**src/design/pmc_pkg.sv**
```systemverilog
// ----------------------------------------------------------------------------
// Polynomial multiply core package
// Request and response payloads, command codes and the types that link the
// cells of the convolution row.
// ----------------------------------------------------------------------------
package pmc_pkg;

   // Fixed field widths of the request and response payloads.
   localparam int REQ_COEFF_WIDTH = 32;
   localparam int ACC_WIDTH       = 64;

   // Request command codes.
   localparam logic CMD_LOAD   = 1'b0;
   localparam logic CMD_STREAM = 1'b1;

   typedef struct packed {
      logic                               cmd;
      logic signed [REQ_COEFF_WIDTH-1:0]  coeff;
      logic                               last_in;
   } req_type;

   typedef struct packed {
      logic signed [ACC_WIDTH-1:0] product_coeff;
      logic                        last_out;
      logic                        overflow_flag;
   } rsp_type;

   // Values one cell hands down to its lower neighbor.
   typedef struct packed {
      logic [ACC_WIDTH-1:0] acc;   // held partial sum plus held product
      logic [ACC_WIDTH-1:0] sum;   // held partial sum alone
   } cell_link_type;

   // Controls broadcast to every cell of the row.
   typedef struct packed {
      logic                              clear_b;  // start a new second polynomial
      logic                              capture;  // take the product of a new request
      logic                              advance;  // accumulate and shift the row
      logic                              flush;    // shift the row without adding
      logic [REQ_COEFF_WIDTH-1:0]        coeff;    // coefficient of the request
   } cell_ctrl_type;

endpackage

```
**src/design/pmc_cell.sv**
```systemverilog
// ----------------------------------------------------------------------------
// Polynomial multiply cell
// One tap of the transposed convolution row: holds one coefficient of the
// second polynomial, the registered product with the streamed coefficient and
// one partial sum that moves one place down the row on every step.
// ----------------------------------------------------------------------------
module pmc_cell #(
   parameter int COEFF_WIDTH = 32
) (
   input  logic                   clock,
   input  logic                   reset,
   input  pmc_pkg::cell_ctrl_type ctrl,
   input  logic                   load_sel,
   input  pmc_pkg::cell_link_type up_link,
   output pmc_pkg::cell_link_type down_link
);
   import pmc_pkg::*;

   logic signed [COEFF_WIDTH-1:0]   b_ff;
   logic signed [COEFF_WIDTH-1:0]   a_coeff;
   logic signed [2*COEFF_WIDTH-1:0] prod_full;
   logic [ACC_WIDTH-1:0]            prod_ff;
   logic [ACC_WIDTH-1:0]            sum_ff;

   // Streamed coefficient, narrowed to the working width and multiplied.
   assign a_coeff   = ctrl.coeff[COEFF_WIDTH-1:0];
   assign prod_full = a_coeff * b_ff;

   // Stored coefficient of the second polynomial.
   always_ff @(posedge clock) begin
      if (reset) begin
         b_ff <= '0;
      end else if (load_sel) begin
         b_ff <= ctrl.coeff[COEFF_WIDTH-1:0];
      end else if (ctrl.clear_b) begin
         b_ff <= '0;
      end
   end

   // Product register, sign-extended to the accumulator width.
   always_ff @(posedge clock) begin
      if (ctrl.capture) begin
         prod_ff <= ACC_WIDTH'(prod_full);
      end
   end

   // Partial sum moves down from the upper neighbor.
   always_ff @(posedge clock) begin
      if (reset) begin
         sum_ff <= '0;
      end else if (ctrl.advance) begin
         sum_ff <= up_link.acc;
      end else if (ctrl.flush) begin
         sum_ff <= up_link.sum;
      end
   end

   assign down_link.acc = sum_ff + prod_ff;
   assign down_link.sum = sum_ff;

endmodule

```
**config.mk**
```make
export PLATFORM = sky130hd
export DESIGN_NAME = pmc_cell
export DESIGN_NICKNAME = d
export VERILOG_FILES = /design/src/design/pmc_pkg.sv /design/src/design/pmc_cell.sv
export SDC_FILE = /design/constraint.sdc
export NUM_CORES = 2
export LEC_CHECK = 0
export BUFFER_PORTS_ARGS = -buffer_cell sky130_fd_sc_hd__buf_2
export CORE_AREA = 2 2 280 282
export CTS_CLUSTER_SIZE = 28
export DETAILED_ROUTE_END_ITERATION = 16
export DIE_AREA = 0 0 282 284
export GPL_TIMING_DRIVEN = 0
export PLACE_DENSITY = 0.75
export SYNTH_ARGS = -nofsm -noshare
export SYNTH_HDL_FRONTEND = slang
export SYNTH_SLANG_ARGS = --single-unit
```
**constraint.sdc**
```tcl
create_clock -name clock -period 10.7 [get_ports clock]
set_input_delay 2.14 -clock clock [delete_from_list [all_inputs] [get_ports clock]]
set_output_delay 2.14 -clock clock [all_outputs]
set_load 0.02 [all_outputs]
```
=== Word-level counts from Yosys, hierarchy flattened ===
Index checks and enable logic that the tools add are counted.

* Output and inout bits: 128
* Latch bits: 0
* Bits in registers: 160
* Bits of input ports: 167
* Memory bits (writable): 0
* Memories kept: 0
* Memory bits (read-only): 0

* Shifts and indexed selects: 0
* Equality and inequality tests: 0
* Bitwise operators: 0
* Magnitude comparators: 0
* Div/mod/pow operators: 0
* Reductions and logical operators: 2
* Multiplexer cells: 4
* Add/subtract/negate cells: 1
* $mul: 1

{| class="wikitable"
|+ Operators by type and width
! kind !! count
|-
| 64-bit two-way mux || 2
|-
| 64-bit adder || 1
|-
| 32-bit by 32-bit multiplier with 64-bit output || 1
|-
| 32-bit two-way mux || 2
|-
| 2-bit nonzero test || 2
|}

=== Logic depth before layout (Yosys ltp) ===
* Depth in word-level cells: 2
* Mapped depth: 29
* Mapped depth without buffers: 27

=== Worst setup path before layout ===
OpenSTA, ideal clock, no wires.

* Path kind: input -> register
* From: input port ctrl[31] (netlist bit)
* To: register prod_ff[62] (data pin)
* Stages: 26
* Data required time: 10.505 ns
* Setup slack: 0.953 ns
* Arrival time: 9.552 ns
* Cell sequence: clkbuf_1 > nand2_1 > inv_1 > fa_1 > inv_1 > fa_1 > inv_1 > fa_1 > fa_1 > inv_1 > fa_1 > inv_1 > fa_1 > fa_1 > fa_1 > ha_1 > clkbuf_1 > a21o_1 > a211oi_1 > o21ai_0 > o21ai_0 > o31a_1 > o21ai_0 > a221oi_1 > a211oi_1 > o311ai_0

* Word-level cells in the longest chain between the ends: 1

{| class="wikitable"
|+ Ends and longest elaborated chain
! item !! RTL line !! source
|-
| start, declared || pmc_cell.sv:12 || <nowiki>input pmc_pkg::cell_ctrl_type ctrl,</nowiki>
|-
| 32-bit by 32-bit multiplier with 64-bit output || pmc_cell.sv:27 || <nowiki>assign prod_full = a_coeff * b_ff;</nowiki>
|-
| named net prod_full[62] || pmc_cell.sv:21 || <nowiki>logic signed [2*COEFF_WIDTH-1:0] prod_full;</nowiki>
|-
| end signal, assigned || pmc_cell.sv:43 || <nowiki>prod_ff <= ACC_WIDTH'(prod_full);</nowiki>
|-
| end, declared || pmc_cell.sv:22 || <nowiki>logic [ACC_WIDTH-1:0] prod_ff;</nowiki>
|}

The timed path passes the listed nets, and every way through them passes these cells.
A chain may end at the register's enable or synchronous reset.

=== Worst setup path after layout ===
* From: input port ctrl[26] (netlist bit)
* To: register prod_ff[59] (data pin)

Same word-level chain as after synthesis.

==> run summary <==
gpl congestion: 1.07
CP cell instances: buf_2 -> clkbuf_1 -> and2_1 -> fa_1 -> fa_1 -> inv_1 -> fa_1 -> fa_1 -> inv_1 -> fa_1 -> fa_1 -> fa_1 -> fa_1 -> ha_1 -> and2_1 -> nand3_1 -> nor4_1 -> a21boi_0 -> a41oi_1 -> nand3_1 -> and3b_1 -> nor2_1 -> nor2_1 -> xor2_1
Die X: 282 µm
Lkg Pwr: 0.0245 µW
Layout Skew: 0.0500 ns
slowest CP cell: clkbuf_1
row cnt: 102
Syn Area/Cell: 9.27 µm²
Syn-to-layout area delta: 7.75%
Synth top area share: 47.4%
Final WS setup: 0.0779 ns
Crit. End Element: flip-flop
simple-gate area share of the yosys netlist: 16.3%
max cap viols: 0
Commonest cells post-synth: fa_1 (1083), inv_1 (973), nand2_1 (563)
core area: 77000 µm²
number of distinct library cells after synthesis: 78
CP startpoint: ctrl[26]
nets@finish: 6748
vias in the first global route: 38900
Worst Hold Depth: 4
multiplexer share of the synthesized area: 1.42%
die footprint: 80100 µm²
count leader, synth: fa_1
status: completed
final hold violations: 0
Seq/Total Area, Yosys: 8.41%
worst reg2reg path startpoint: b_ff[8]$_SDFFE_PP0P_
number of H-tree levels: 4
CTS tree: yes
die height: 284 µm
Max Slew Vio Count: 0
WL final: 168000 µm
min-delay src: sum_ff[6]$_SDFFE_PP0P_
largest net degree at the start of global routing: 65
Worst-Margin Slew: 1.37 ns
Total GRT Usage: 43.0%
largest stage delay on the critical path: 0.91 ns
Port Buffer Count: 290
Bufs and invs on worst path: 4
initial antenna violation count: 20
wire per inst: 26.6 µm
Synthesized Nets: 6431
Post-CTS Hold Fix Bufs: 0
Cells after Synth: 4934
Reg2Reg Depth: 24
pre-CTS setup slack: -1.43 ns
layout cell share with drive strength beyond 1: 8.00%
Crit path depth: 24
CP delay by family, top: adder cells
design area: 49300 µm²
Setup CP Type: input pin to flip-flop
total design power: 16100 µW
Max Freq: 0.0941 GHz
clock transition at the registers of the reported paths: 0.11 ns
compound-cell area share of the yosys netlist: 7.08%
pwr dens: 326 nW/µm²
fin crit share: 99.3%
clock buffer depth: 2
Period minus WS final: 10.62 ns
crit path DAT: 10.86 ns
total CTS buffers: 17
clk sinks: 160
synth top area cells: fa_1 (47%), inv_1 (8.0%), and2_1 (7.1%), ha_1 (6.8%), nand2_1 (4.6%)
crit-path max FO: 10
xor and xnor area share after synthesis: 2.36%
RSZ-0062 raised after global routing: true
Seq cells post-synth: 160
Setup TNS: 0 ns
Synth Flop Type: dfxtp_1
DP Area: 48500 µm²
Starting Density: 59.4%
number of flops mapped to enable cells by yosys: 64
DRT iter0 DRCs: 3766
Synth Area in Adders: 54.2%
Synth warnings: 0
number of remaining DRC errors: 0
worst min path class: flip-flop to flip-flop
area leader, netlist: fa_1
CP most frequent cell: fa_1
first-pass detailed-route iteration total: 9
num ports: 295
final core occ: 64.0%
Root Buffer: clkbuf_16
hpwl dp: 139000 µm
Final ANT Viol Nets: 0
Via Count: 37300
Overflow after GRT: 0
crit path launch type: input pin
Critical Path RT: 10.94 ns
Mapped Area: 45700 µm²
Clk Latency, worst-skew pair: 0.53 ns
main combinational cell family by area after synthesis: adder cells
first-pass GRT wire length: 245000 µm
Final Setup Violations: 0
Via density: 5.89
async set-reset flop share out of synthesis: 0%
Max IR drop VDD: 0.435 mV
worst rel slew slack: 8.83%
==> layer usage <==
metal  wire length, µm  track usage [%]
met1             59100             51.9
met2             72700             63.7
met4             11700             25.4
met3             24600             18.9
met5               101                0
==> path summary, 6_finish.rpt <==
| path | end | slack [ns] |
|---|---|---|
| max | prod_ff[59]$_DFFE_PP_ | 0.08 |
| min | sum_ff[6]$_SDFFE_PP0P_ | 0.68 |
| max reg2reg | prod_ff[59]$_DFFE_PP_ | 0.80 |
| min reg2reg | sum_ff[6]$_SDFFE_PP0P_ | 0.68 |
==> what timing repair did <==
item / CTS / global route
endpoints found under the setup margin: 9 / 13
resized for setup: 13 / 74
pin swaps: 1 / 1
buffers inserted: 7 / 0
==> layout by cell type, fill, tap and decap left out, types with 24 or more instances in the layout <==
master    count
a21oi_1     218
dfxtp_1      96
nand2_1     563
nor2_1      263
nor3_1       24
edfxtp_1     64
o21ai_0      69
and2_1      519
xor2_1       31
clkbuf_1    210
a21o_1       64
nor3b_1      34
xnor2_1      91
fa_1       1079
ha_1        247
buf_2       294
inv_1       968
mux2i_1      65
clkbuf_2     31
==> per-stage QoR <==
| step | std cells | hold WS, ns |
|---|---|---|
| 4_1_cts | 6304 | 0.680 |
| 3_3_place_gp | 6264 | 0.655 |
| 6_report | 6321 | 0.683 |
| 3_5_place_dp | 6265 | 0.646 |
| 2_1_floorplan | 4934 | 0.575 |
| 5_1_grt | 6312 | 0.716 |
==> worst register-to-register path, cell delays in order, from the launching register on <==
cell	delay, ns
dfxtp_1	0.58
clkbuf_1	0.95
nand2_1	0.34
fa_2	0.80
inv_1	0.10
fa_1	0.51
inv_1	0.06
fa_1	0.52
fa_1	0.52
inv_1	0.06
fa_1	0.59
fa_1	0.44
fa_1	0.79
fa_1	0.50
ha_1	0.41
and2_1	0.22
nand3_1	0.16
nor4_1	0.50
a21boi_0	0.26
a41oi_1	0.16
nand3_1	0.22
and3b_1	0.24
nor2_1	0.06
nor2_1	0.12
xor2_1	0.52
==> kinds of logic after synthesis <==
family / after synthesis
AND/OR/NAND/NOR: 1515
buffers and inverters: 1235
AO/OA/AOI/OAI: 506
adder cells (fa/ha/maj): 1330
flip-flops: 160
multiplexers: 65
XOR/XNOR: 123
==> registers in the layout, summed over array words and instances, names as in the netlist <==
signal   flops
sum_ff      64
prod_ff     64
b_ff        32
==> power breakdown <==
part	total (µW)	switching (µW)	internal, µW
logic	14000	8830	5210
clock network	691	376	315
registers	1330	99.4	1230
==> final cells by class <==
class / instances / area [µm²]
fillers: 6596 / 27700
inverters: 974 / 3670
diodes: 17 / 42.5
multi-input cells: 3539 / 37200
repair buffers: 298 / 1510
well taps: 1040 / 1300
plain buffers: 261 / 1090
clock inverters: 15 / 165
flip-flops and latches: 160 / 3840
clock buffers: 17 / 425
No activity file was read; power rests on OpenSTA's default activity.
